==> src/assert_macros.svh <==
// Assertion macros shared by the text renderer RTL.
// Each macro expects signals named clk and rst_n in the including module.
`ifndef ASSERT_MACROS_SVH
`define ASSERT_MACROS_SVH

// Property that must hold at every clock edge outside reset.
`define TMCR_ASSERT(label, expr, msg) \
  label: assert property (@(posedge clk) disable iff (!rst_n) (expr)) else $error(msg);

// Same-cycle implication checked at every clock edge outside reset.
`define TMCR_ASSERT_IMP(label, ante, cons, msg) \
  label: assert property (@(posedge clk) disable iff (!rst_n) (ante) |-> (cons)) else $error(msg);

`endif

==> src/tmcr_pkg.sv <==
// Shared constants, command codes and interface structs of the text renderer.
// No dependencies; used by every module of the block.
`default_nettype none

package tmcr_pkg;

  // Store geometry. VRAM_BYTES must be a power of two.
  localparam int VRAM_BYTES = 16384;
  localparam int VRAM_AW    = $clog2(VRAM_BYTES);
  localparam int BANK_AW    = VRAM_AW - 1;
  localparam int BANK_DEPTH = VRAM_BYTES / 2;
  localparam int FONT_DEPTH = 4096;
  localparam int FONT_AW    = $clog2(FONT_DEPTH);
  localparam int PAL_DEPTH  = 16;
  localparam int PAL_AW     = $clog2(PAL_DEPTH);
  localparam int RGB_W      = 24;

  // Timing and screen limits.
  localparam int BLINK_TICKS   = 500;
  localparam int SCREEN_WIDTH  = 640;
  localparam int SCREEN_HEIGHT = 400;

  // Command codes carried on in_tuser.
  localparam logic [2:0] CMD_VRAM_WR = 3'd0;
  localparam logic [2:0] CMD_FONT_WR = 3'd1;
  localparam logic [2:0] CMD_PAL_WR  = 3'd2;
  localparam logic [2:0] CMD_TICK    = 3'd3;
  localparam logic [2:0] CMD_RENDER  = 3'd4;

  // Configuration register indexes.
  localparam logic [2:0] CFG_VIDEO_MODE   = 3'd0;
  localparam logic [2:0] CFG_GRAPHIC_MODE = 3'd1;
  localparam logic [2:0] CFG_COLOUR_EN    = 3'd2;
  localparam logic [2:0] CFG_TEXT_COLUMNS = 3'd3;
  localparam logic [2:0] CFG_BUFFER_BASE  = 3'd4;
  localparam logic [2:0] CFG_CURSOR_COL   = 3'd5;
  localparam logic [2:0] CFG_CURSOR_ROW   = 3'd6;

  // Video memory access for one render word: text cell and cursor attribute.
  typedef struct packed {
    logic               we;
    logic [VRAM_AW-1:0] waddr;
    logic [7:0]         wdata;
    logic               re;
    logic [VRAM_AW-1:0] cell_addr;
    logic [VRAM_AW-1:0] cur_addr;
  } tmcr_vram_req_t;

  typedef struct packed {
    logic [7:0] ch;
    logic [7:0] attr;
    logic [7:0] cur_attr;
  } tmcr_vram_rsp_t;

endpackage

`default_nettype wire

==> src/tmcr_pal.sv <==
// 16-entry RGB palette with a registered read port.
// Depends on tmcr_pkg for its depth and color width.
`default_nettype none

module tmcr_pal (
  input  logic                         clk,
  input  logic                         we,
  input  logic [tmcr_pkg::PAL_AW-1:0]  waddr,
  input  logic [tmcr_pkg::RGB_W-1:0]   wdata,
  input  logic                         re,
  input  logic [tmcr_pkg::PAL_AW-1:0]  raddr,
  output logic [tmcr_pkg::RGB_W-1:0]   rd_data
);

  logic [tmcr_pkg::RGB_W-1:0] pal_mem [tmcr_pkg::PAL_DEPTH];
  logic [tmcr_pkg::RGB_W-1:0] rd_data_r;

  // Palette writes and lookups, read data held while re is low.
  always_ff @(posedge clk) begin
    if (we) begin
      pal_mem[waddr] <= wdata;
    end
    if (re) begin
      rd_data_r <= pal_mem[raddr];
    end
  end

  assign rd_data = rd_data_r;

endmodule

`default_nettype wire

==> config.mk <==
export PLATFORM = sky130hd
export DESIGN_NAME = tmcr_pal
export DESIGN_NICKNAME = d
export VERILOG_FILES = /design/src/assert_macros.svh /design/src/tmcr_pkg.sv /design/src/tmcr_pal.sv
export SDC_FILE = /design/constraint.sdc
export NUM_CORES = 1
export LEC_CHECK = 0
export BUFFER_PORTS_ARGS = -buffer_cell sky130_fd_sc_hd__buf_4
export CAP_MARGIN = 30
export CORE_ASPECT_RATIO = 0.75
export CORE_MARGIN = 4
export CORE_UTILIZATION = 65
export DETAILED_ROUTE_END_ITERATION = 12
export PLACE_DENSITY = 0.83
export REMOVE_ABC_BUFFERS = 1
export SLEW_MARGIN = 20
export SYNTH_ARGS = -nofsm -noshare
export SYNTH_HDL_FRONTEND = slang
export SYNTH_SLANG_ARGS = --single-unit
==> constraint.sdc <==
create_clock -name clk -period 6.3 [get_ports clk]
set_clock_uncertainty 0.05 [all_clocks]
set_input_delay 0.63 -clock clk [delete_from_list [all_inputs] [get_ports clk]]
set_output_delay 0.63 -clock clk [all_outputs]
set_load 0.03 [all_outputs]
==> results of run 1 <==
[area by class of cell]
cell class	instances	area (sq um)
Clock buffer	47	1050
Clock inverter	20	166
Fill cell	1195	5740
Multi-Input combinational cell	195	2820
Sequential cell	408	12300
Tap cell	300	375
Timing Repair Buffer	77	602
[worst paths after layout]
check	startpoint	to	slack, ns	depth (start not counted)
worst min-delay path	wdata[9]	pal_mem[7][9]	0.34	1
worst min register to register	pal_mem[6][22]	rd_data[22]	0.70	3
worst max register to register	pal_mem[0][2]	rd_data[2]	4.69	3
worst max-delay path	raddr[1]	rd_data[0]	3.81	5
[kinds of logic after synthesis]
logic type / count (synthesis) / share of synthesized area [%]
flip-flops: 408 / 80.8
multiplexers: 96 / 14.3
AND/OR/NAND/NOR: 51 / 1.47
buffers and inverters: 33 / 1.15
AO/OA/AOI/OAI: 48 / 2.38
[metrics by stage]
stage,hold WS (ns),cell area (sq um),worst slack [ns],utilization [%]
5_1_grt,0.345,17300,3.75,75.0
4_1_cts,0.329,17200,3.58,74.9
3_5_place_dp,0.685,16000,3.02,69.6
3_3_place_gp,0.666,16000,3.11,69.6
6_report,0.341,17300,3.81,75.0
2_1_floorplan,0.660,15000,3.00,-
[flip-flops by register name (all words and copies together) (netlist names)]
register / flops
pal_mem: 384
rd_data: 24
[power groups by stage]
stage / clock (mW) / sequential (mW) / combinational (mW)
5_1_grt: 2.39 / 3.08 / 0.319
3_5_place_dp: 0 / 3.13 / 0.293
6_report: 2.23 / 3.08 / 0.298
3_3_place_gp: 0 / 3.13 / 0.281
2_1_floorplan: 0 / 3.16 / 0.118
4_1_cts: 2.25 / 3.08 / 0.297
[routing by layer]
layer	wire length [microns]	share of wire [%]	global-route usage (%)
met1	12100	37	38.2
met2	16700	51	42.1
met3	3340	10	5.43
met4	793	2.4	6.85
met5	0	0	0
[critical path: cells and delay by family]
kind                   cells  cell delay [ns]
multiplexers               1             0.44
AO/OA/AOI/OAI              1             0.28
buffers and inverters      2             1.21
AND/OR/NAND/NOR            1             0.09
[layout by cell type (no fill, tap or decap)]
| master | netlist | routed |
|---|---|---|
| sky130_fd_sc_hd__a22oi_1 | 48 | 48 |
| sky130_fd_sc_hd__and2_2 | 0 | 1 |
| sky130_fd_sc_hd__buf_16 | 0 | 1 |
| sky130_fd_sc_hd__buf_4 | 0 | 75 |
| sky130_fd_sc_hd__buf_6 | 5 | 1 |
| sky130_fd_sc_hd__bufinv_16 | 0 | 3 |
| sky130_fd_sc_hd__clkbuf_1 | 18 | 6 |
| sky130_fd_sc_hd__clkbuf_16 | 0 | 41 |
| sky130_fd_sc_hd__clkinv_1 | 0 | 11 |
| sky130_fd_sc_hd__clkinv_2 | 0 | 4 |
| sky130_fd_sc_hd__clkinvlp_4 | 0 | 2 |
| sky130_fd_sc_hd__edfxtp_1 | 408 | 408 |
| sky130_fd_sc_hd__mux4_2 | 96 | 96 |
| sky130_fd_sc_hd__nand2_1 | 25 | 25 |
| sky130_fd_sc_hd__nand2b_1 | 2 | 2 |
| sky130_fd_sc_hd__nand3_1 | 1 | 1 |
| sky130_fd_sc_hd__nand3b_1 | 2 | 2 |
| sky130_fd_sc_hd__nor2_2 | 0 | 12 |
| sky130_fd_sc_hd__nor2_4 | 0 | 1 |
| sky130_fd_sc_hd__nor2b_4 | 0 | 2 |
| sky130_fd_sc_hd__nor3_2 | 0 | 4 |
| sky130_fd_sc_hd__or3b_2 | 1 | 1 |
==> summary.md, run 1 <==
| Metric | Value |
|---|---|
| Antenna cells | 0 |
| Detailed-route via count | 7,170 |
| Highest cell delay on the worst timing path | 0.80 ns |
| Pwr Total | 5.61 mW |
| Maximum number of pins on one net before global-route repair | 69 |
| Cell area after technology mapping | 15,200 sq um |
| Class of the most critical setup path | in2reg |
| Sw power | 1.13 mW |
| Post-synthesis cell count | 636 |
| Top area cells in the synthesized netlist | sky130_fd_sc_hd__edfxtp_1, sky130_fd_sc_hd__mux4_2, sky130_fd_sc_hd__a22oi_1 |
| Fraction of power spent switching nets | 20.2% |
| Syn avg cell area | 23.9 sq um |
| Count of placed standard cells including taps | 979 |
| Wire length of the first global-routing pass | 48.7 mm |
| Via density per instance | 6.85 |
| Clock network latency to the later pin of the worst-skew pair | 0.53 ns |
| Initial antenna violation count | 0 |
| Clock buffer depth | 3 |
| Fraction of final layout cells with drive strength greater than 1 | 32.7% |
| Kind of end point of the critical path | flop |
| Standard cell core area | 23,000 sq um |
| Proportion of synthesized flip-flops having asynchronous set or reset | 0% |
| RSZ-0062 raised after global routing | no |
| Clock Tree Root | sky130_fd_sc_hd__clkbuf_16 |
| Routed length per placed instance | 31.5 microns |
| Count of state elements after synthesis | 408 |
| Part of the cycle the worst path needs | 39.5% |
| Remaining antenna violation count | 0 |
| Clock sinks | 408 |
| Final net count | 755 |
| Overall die area | 25,900 sq um |
| Clock tree from TritonCTS | done |
| DRC | 0 |
| Input/output buffers | 58 |
| Clock transition at the registers of the reported paths | 0.06 ns |
| Critical path peak fanout | 63 |
| Maximum vdd drop | 0.342 mV |
| Period minus WS final | 2.49 ns |
| List of cells traversed by the critical path | buf_4 > buf_4 > mux4_2 > a22oi_1 > nand2_1 |
| Total grt overflow | 0 |
| Layout Cells excl Fill | 1,047 |
| Maximum clock rate | 402 MHz |
| Area fraction of the dominant cell type after synthesis | 80.8% |
| I/O pin count | 59 |
| Most common library cells after synthesis | sky130_fd_sc_hd__edfxtp_1, sky130_fd_sc_hd__mux4_2, sky130_fd_sc_hd__a22oi_1 |
| Part of the total power dissipated in the clock network | 39.8% |
| Type of the most critical hold path | in2reg |
| Share of total power in combinational logic | 5.3% |
| Transition time at the pin with the least slew margin | 0.991 ns |
| Post-DP HPWL | 15.6 mm |
| Final GP Congestion | 0.735 |
| Post-synth top area cell | sky130_fd_sc_hd__edfxtp_1 |
| Primary FF master, synth | sky130_fd_sc_hd__edfxtp_1 |
| Result of the run | finished clean |
| Final Routed Wirelength | 33.0 mm |
| Sequential fraction of the synthesis area | 80.8% |
| Initial Util | 66.0% |
| Quantity of hold-fixing buffers added after cts | 0 |
| Pwr Density | 325 nW/um^2 |
| Setup-failing EPs final | 0 |
| Max-slew violations | 0 |
| Count of buffers added by post-CTS timing repair for setup | 0 |
| Overall global routing resource usage | 26.3% |
| Die Span Y | 140 microns |
| Unique cell type count in the Yosys netlist | 15 |
| Cell internal power dissipation | 4.48 mW |
| Worst max-slew margin expressed relative to the limit | 33.8% |
| Critical path's most frequent cell | sky130_fd_sc_hd__buf_4 |
| Category of the worst setup path launch point | primary input |
| Sequential share of power | 54.9% |
| Max stage delay cell, worst path | sky130_fd_sc_hd__buf_4 |
| Number of global-route vias before repair | 7,348 |
| WP data required | 6.52 ns |
| Summed negative setup slack over all endpoints | 0 ns |
| Die width | 184 microns |
| Critical path data arrival time | 2.71 ns |
| Number of rows created at floorplan | 48 |
| Area added between synthesis and finish | 13.8% |
| Count of flip-flops with a built-in enable after synthesis | 408 |
| Reported max-cap violation count | 0 |
| Number of detailed-route iterations in the first pass | 7 |
| Yosys synthesis warning count | 0 |
| CTS Buf Count | 38 |
| H-tree depth | 2 |
| Most instantiated library cell after synthesis | sky130_fd_sc_hd__edfxtp_1 |
| Static Leak | 5.54 nW |
| Hold Violations, Final | 0 |
| Initial drt markers | 811 |
| Number of resized instances in the post-cts repair step | 0 |
(Power assumes the default switching activity.)
==> run 2: changes to the inputs <==
--- a/config.mk
+++ b/config.mk
@@ -9,9 +9,9 @@
 export CAP_MARGIN = 30
 export CORE_ASPECT_RATIO = 0.75
 export CORE_MARGIN = 4
-export CORE_UTILIZATION = 65
+export CORE_UTILIZATION = 61
 export DETAILED_ROUTE_END_ITERATION = 12
-export PLACE_DENSITY = 0.83
+export PLACE_DENSITY = 0.79
 export REMOVE_ABC_BUFFERS = 1
 export SLEW_MARGIN = 20
 export SYNTH_ARGS = -nofsm -noshare
==> constraint.sdc (replaced) <==
create_clock -name clk -period 2.4 [get_ports clk]
set_clock_uncertainty 0.05 [all_clocks]
set_input_delay 0.24 -clock clk [delete_from_list [all_inputs] [get_ports clk]]
set_output_delay 0.24 -clock clk [all_outputs]
set_load 0.03 [all_outputs]
==> run 2 against run 1 <==
Sequential power rose to 2.6 times the previous value; first-iteration DRC count fell by 7.3%; die area rose by 6.2%.
==> summary.md, run 2 (same netlist as run 1, synthesis figures left out) <==
| Metric | Value |
|---|---|
| Wire length of the first global-routing pass | 48.2 mm (-0.95%) |
| Hold Violations, Final | 0 (unchanged) |
| Sw power | 2.91 mW (+160%) |
| Input/output buffers | 58 (unchanged) |
| Remaining antenna violation count | 0 (unchanged) |
| Clock sinks | 408 (unchanged) |
| Antenna cells | 0 (unchanged) |
| Critical path data arrival time | 1.82 ns (-0.89 ns) |
| Via density per instance | 6.46 (-5.6%) |
| Class of the most critical setup path | reg2reg |
| Clock buffer depth | 3 (unchanged) |
| WP data required | 2.61 ns (-3.91 ns) |
| Clock transition at the registers of the reported paths | 0.06 ns (about the same) |
| Worst-case hold slack | 0.192 ns (-0.148 ns) |
| Reported max-cap violation count | 0 (unchanged) |
| Critical path peak fanout | 1 (-98%) |
| Type of the most critical hold path | in2reg |
| Number of global-route vias before repair | 7,478 (+1.8%) |
| Amount of wire on met2 after detailed routing | 16.2 mm (-3.0%) |
| Static Leak | 5.70 nW (+2.8%) |
| Clock network latency to the later pin of the worst-skew pair | 0.51 ns (-0.02 ns) |
| Routed length per placed instance | 29.0 microns (-8.0%) |
| Part of the cycle the worst path needs | 67.0% |
| Highest cell delay on the worst timing path | 0.47 ns (-0.33 ns) |
| Number of resized instances in the post-cts repair step | 0 (unchanged) |
| Met1 wire length | 12.8 mm (+5.6%) |
| Clock tree from TritonCTS | done |
| Count of buffers added by post-CTS timing repair for setup | 0 (unchanged) |
| CTS Buf Count | 37 (-2.6%) |
| Worst max-slew margin expressed relative to the limit | 63.5% (+30 points) |
| Total grt overflow | 0 (unchanged) |
| Die width | 190 microns (+3.1%) |
| Maximum number of pins on one net before global-route repair | 39 (-43%) |
| Most common cell after layout, fill and taps aside | sky130_fd_sc_hd__edfxtp_1 |
| Count of placed standard cells including taps | 1,025 (+4.7%) |
| Fillers | 1,367 (+14%) |
| Result of the run | finished clean |
| Maximum clock rate | 622 MHz |
| Final net count | 792 (+4.9%) |
| Final GP Congestion | 0.718 (-2.3%) |
| Maximum vdd drop | 0.671 mV (+96%) |
| Area added between synthesis and finish | 16.2% |
| Quantity of hold-fixing buffers added after cts | 24 (+24) |
| Number of detailed-route iterations in the first pass | 7 (unchanged) |
| Part of the total power dissipated in the clock network | 38.4% (-1.4 points) |
| Fraction of power spent switching nets | 20.1% (-0.12 points) |
| Initial Util | 62.6% (-3.3 points) |
| Number of flip-flops in the largest register | 384 (unchanged) |
| Share of total power in combinational logic | 5.8% (+0.5 points) |
| Fraction of final layout cells with drive strength greater than 1 | 32.7% (+0.073 points) |
| Cell internal power dissipation | 11.6 mW (+160%) |
| List of cells traversed by the critical path | mux4_2 > a22oi_1 > nand2_1 |
| Final Routed Wirelength | 32.2 mm (-2.2%) |
| I/O pin count | 59 (unchanged) |
| Initial antenna violation count | 0 (unchanged) |
| Met3 WL post-DR | 2.76 mm (-17%) |
| Overall die area | 27,500 sq um (+6.2%) |
| DRC | 0 (unchanged) |
| RSZ-0062 raised after global routing | no |
| Max stage delay cell, worst path | sky130_fd_sc_hd__mux4_2 |
| Die Span Y | 145 microns (+3.0%) |
| Setup-failing EPs final | 0 (unchanged) |
| Category of the worst setup path launch point | flop |
| Largest register by flop count | pal_mem |
| Transition time at the pin with the least slew margin | 0.547 ns (-0.444 ns) |
| Summed negative setup slack over all endpoints | 0 ns (unchanged) |
| Initial drt markers | 752 (-7.3%) |
| Combined area of the multi-input logic cells | 2800 sq um (-0.58%) |
| Sequential share of power | 55.8% (+0.9 points) |
| Clock Tree Root | sky130_fd_sc_hd__clkbuf_16 |
| Most frequent cells in the layout | sky130_fd_sc_hd__edfxtp_1, sky130_fd_sc_hd__mux4_2, sky130_fd_sc_hd__buf_4 |
| Top Layer Used | met4 |
| Post-DP HPWL | 16.3 mm (+4.3%) |
| Kind of end point of the critical path | flop |
| Pwr Density | 821 nW/um^2 (+150%) |
| Detailed-route via count | 7,194 (+0.33%) |
| Number of rows created at floorplan | 49 (+2.1%) |
| Overall global routing resource usage | 24.4% (-1.8 points) |
| Standard cell core area | 24,200 sq um (+5.3%) |
| Layout Cells excl Fill | 1,113 (+6.3%) |
| Pwr Total | 14.5 mW (+160%) |
| Max-slew violations | 0 (unchanged) |
| Storage element area | 12,300 sq um (unchanged) |
| H-tree depth | 2 (unchanged) |
| Period minus WS final | 1.61 ns |
==> run 2: routing by layer <==
metal  GRT usage [%]  vias to the layer above
met5               0                        -
met4            5.86                        0
met3            3.86                       41
met2            40.3                      386
met1            35.7                     3797
li1                -                     2970
==> run 2: metrics by stage <==
stage / utilization (%) / worst slack (ns) / cell area (sq um)
after floorplan: - / -0.507 / 15000
after global placement: 67.1 / 0.393 / 16300
after detailed placement: 67.1 / 0.345 / 16300
after CTS: 72.8 / 0.820 / 17600
after global routing: 72.8 / 0.751 / 17600
final: 72.8 / 0.791 / 17600
==> run 2: final timing paths <==
path	from	end	slack (ns)	cells after the start
worst max-delay path	pal_mem[0][22]	rd_data[22]	0.79	3
worst min-delay path	re	rd_data[10]	0.19	1
worst max register to register	pal_mem[0][22]	rd_data[22]	0.79	3
worst min register to register	pal_mem[7][23]	rd_data[23]	0.70	3
==> run 2: critical path: cells and delay by family (launching register included) <==
kind / cells / cell delay [ns]
AND/OR/NAND/NOR: 1 / 0.11
flip-flops: 1 / 0.38
multiplexers: 1 / 0.47
AO/OA/AOI/OAI: 1 / 0.33
==> run 2: power groups by stage <==
stage	Sequential, mW	Clock, mW	Combinational [mW]
4_1_cts	8.08	5.65	0.842
6_report	8.08	5.57	0.837
3_3_place_gp	8.21	0	0.774
3_5_place_dp	8.23	0	0.802
5_1_grt	8.08	6.00	0.895
2_1_floorplan	8.28	0	0.309
==> run 2: layout make-up <==
type	count	share of cell area, %
Clock buffer	50	5.77
Clock inverter	14	0.674
Multi-Input combinational cell	195	15.9
Sequential cell	408	69.5
Tap cell	331	2.35
Timing Repair Buffer	115	5.83
==> run 3: changes to the inputs <==
==> constraint.sdc (replaced) <==
create_clock -name clk -period 1.5 [get_ports clk]
set_clock_uncertainty 0.05 [all_clocks]
set_input_delay 0.15 -clock clk [delete_from_list [all_inputs] [get_ports clk]]
set_output_delay 0.15 -clock clk [all_outputs]
set_load 0.03 [all_outputs]
==> run 3 against run 2 <==
Maximum frequency grew 8.9%; cell count grew 0.90%; die area is the same; worst setup slack lost 0.77 ns; sequential cell count is the same; non-clock buffer count grew 10; sequential power grew 60%; power grew 58%; hold slack lost 0.092 ns; count of clock-buffer cells in the layout shrank 1; critical path type unchanged; critical endpoint is now rd_data[19].
==> summary.md, run 3 (same netlist as run 1, synthesis figures left out) <==
| Metric | Value |
|---|---|
| Total grt overflow | 0 (unchanged) |
| Overall die area | 27,500 sq um (unchanged) |
| Highest cell delay on the worst timing path | 0.48 ns (about the same) |
| Clock sinks | 408 (unchanged) |
| Kind of end point of the critical path | flop |
| Class of the most critical setup path | reg2reg |
| Reported max-cap violation count | 0 (unchanged) |
| Worst-case hold slack | 0.101 ns (-0.0918 ns) |
| Overall global routing resource usage | 24.8% (+0.32 points) |
| Critical path peak fanout | 1 (unchanged) |
| Maximum number of pins on one net before global-route repair | 29 (-26%) |
| Count of placed standard cells including taps | 1,035 (+0.98%) |
| Worst Slack Setup Final | 0.0226 ns (-0.769 ns) |
| Die width | 190 microns (unchanged) |
| Clock buffer depth | 3 (unchanged) |
| Summed negative setup slack over all endpoints | 0 ns (unchanged) |
| DRC | 0 (unchanged) |
| Final GP Congestion | 0.749 (+4.2%) |
| Maximum vdd drop | 1.11 mV (+66%) |
| Via density per instance | 6.54 (+1.2%) |
| Part of the cycle the worst path needs | 98.5% (+31 points) |
| Pwr Total | 22.8 mW (+58%) |
| Transition time at the pin with the least slew margin | 0.611 ns (+0.0639 ns) |
| Post-Place Cell Area | 16,600 sq um (+1.9%) |
| CTS Buf Count | 37 (unchanged) |
| Number of global-route vias before repair | 7,724 (+3.3%) |
| Most common cell after layout, fill and taps aside | sky130_fd_sc_hd__edfxtp_1 |
| Count of buffers added by post-CTS timing repair for setup | 0 (unchanged) |
| Worst path buffer plus inverter count | 0 (unchanged) |
| Clock transition at the registers of the reported paths | 0.06 ns (about the same) |
| Final Routed Wirelength | 32.8 mm (+1.9%) |
| Worst path top cell family by delay | multiplexers |
| Initial antenna violation count | 0 (unchanged) |
| Layout Cells excl Fill | 1,123 (+0.90%) |
| Antenna cells | 0 (unchanged) |
| Final net count | 802 (+1.3%) |
| Largest register by flop count | pal_mem |
| Die Span Y | 145 microns (unchanged) |
| Clock network latency to the later pin of the worst-skew pair | 0.51 ns (about the same) |
| Fraction of final layout cells with drive strength greater than 1 | 34.1% (+1.4 points) |
| HP Start | re |
| Number of detailed-route iterations in the first pass | 5 (-2) |
| H-tree depth | 2 (unchanged) |
| Setup-failing EPs final | 0 (unchanged) |
| Input/output buffers | 58 (unchanged) |
| Worst R2R Start | pal_mem[3][19] |
| Initial drt markers | 967 (+29%) |
| Fillers | 1,283 (-6.1%) |
| Clock tree from TritonCTS | done |
| Type of the most critical hold path | in2reg |
| Detailed-route via count | 7,343 (+2.1%) |
| Most frequent cells in the layout | sky130_fd_sc_hd__edfxtp_1, sky130_fd_sc_hd__mux4_2, sky130_fd_sc_hd__buf_4 |
| Worst setup slack before clock tree synthesis | -0.237 ns (-0.582 ns) |
| Remaining antenna violation count | 0 (unchanged) |
| Maximum clock rate | 677 MHz (+8.9%) |
| Clock Tree Root | sky130_fd_sc_hd__clkbuf_16 |
| Routed length per placed instance | 29.2 microns (+0.99%) |
| Area added between synthesis and finish | 18.1% |
| Setup slack, reg-to-reg | 0.02 ns (-0.77 ns) |
| Critical path data arrival time | 1.68 ns (-0.14 ns) |
| Max stage delay cell, worst path | sky130_fd_sc_hd__mux4_2 |
| Hold Violations, Final | 0 (unchanged) |
| Max-slew violations | 0 (unchanged) |
| Post-DP HPWL | 17.1 mm (+5.0%) |
| Initial Util | 62.6% (unchanged) |
| I/O pin count | 59 (unchanged) |
| Wire length of the first global-routing pass | 49.1 mm (+1.8%) |
| Pwr Density | 1270 nW/um^2 (+55%) |
| Period minus WS final | 1.48 ns (-0.131 ns) |
| Result of the run | finished clean |
| Fraction of the core area covered by cells at the end of the flow | 74.0% (+1.2 points) |
| Static Leak | 5.77 nW (+1.2%) |
| Standard cell core area | 24,200 sq um (unchanged) |
| Post-route cell area | 17,900 sq um (+1.6%) |
| Worst max-slew margin expressed relative to the limit | 59.1% (-4.4 points) |
| Number of rows created at floorplan | 49 (unchanged) |
| Number of flip-flops in the largest register | 384 (unchanged) |
| List of cells traversed by the critical path | mux4_2 > a22oi_1 > nand2_1 |
| WP data required | 1.70 ns (-0.91 ns) |
| Crit path launch | pal_mem[3][19] |
| Category of the worst setup path launch point | flop |
run 3: path summary, 6_finish.rpt:
| kind | endpoint | depth (start not counted) |
|---|---|---|
| setup / recovery | rd_data[19] | 3 |
| setup reg to reg | rd_data[19] | 3 |
| hold reg to reg | rd_data[4] | 3 |
| hold / removal | rd_data[5] | 1 |
run 3: routing by layer:
layer | vias to the layer above | global-route usage (%) | wire length, microns
met5 | - | 0 | 0
met4 | 0 | 7.27 | 668
met3 | 63 | 4.39 | 2930
met2 | 434 | 41.4 | 16700
met1 | 3862 | 34.7 | 12600
li1 | 2984 | - | -
run 3: layout make-up:
cell class                      instances  area, sq um  area share (%)
Clock inverter                         15         87.6           0.489
Timing Repair Buffer                  125         1340            7.48
Clock buffer                           49          971            5.42
Multi-Input combinational cell        195         2860            15.9
Sequential cell                       408        12300            68.4
Tap cell                              331          414            2.31
run 3: worst reg2reg max path: cells and delay by family (launching register included):
kind | cells | cell delay (ns)
muxes | 1 | 0.48
DFF | 1 | 0.39
AOI/OAI and AO/OA | 1 | 0.23
and+or+nand+nor | 1 | 0.08
run 3: report_power, final:
group          internal [mW]  switching (mW)
clock network           4.71            3.78
logic                  0.627           0.786
registers               12.8          0.0869
total                   18.2            4.65
run 3: timing repair:
item	CTS	global route
hold buffers	24	0
endpoints found under the hold margin	384	0
endpoints found under the setup margin	0	9
resized for setup	0	11
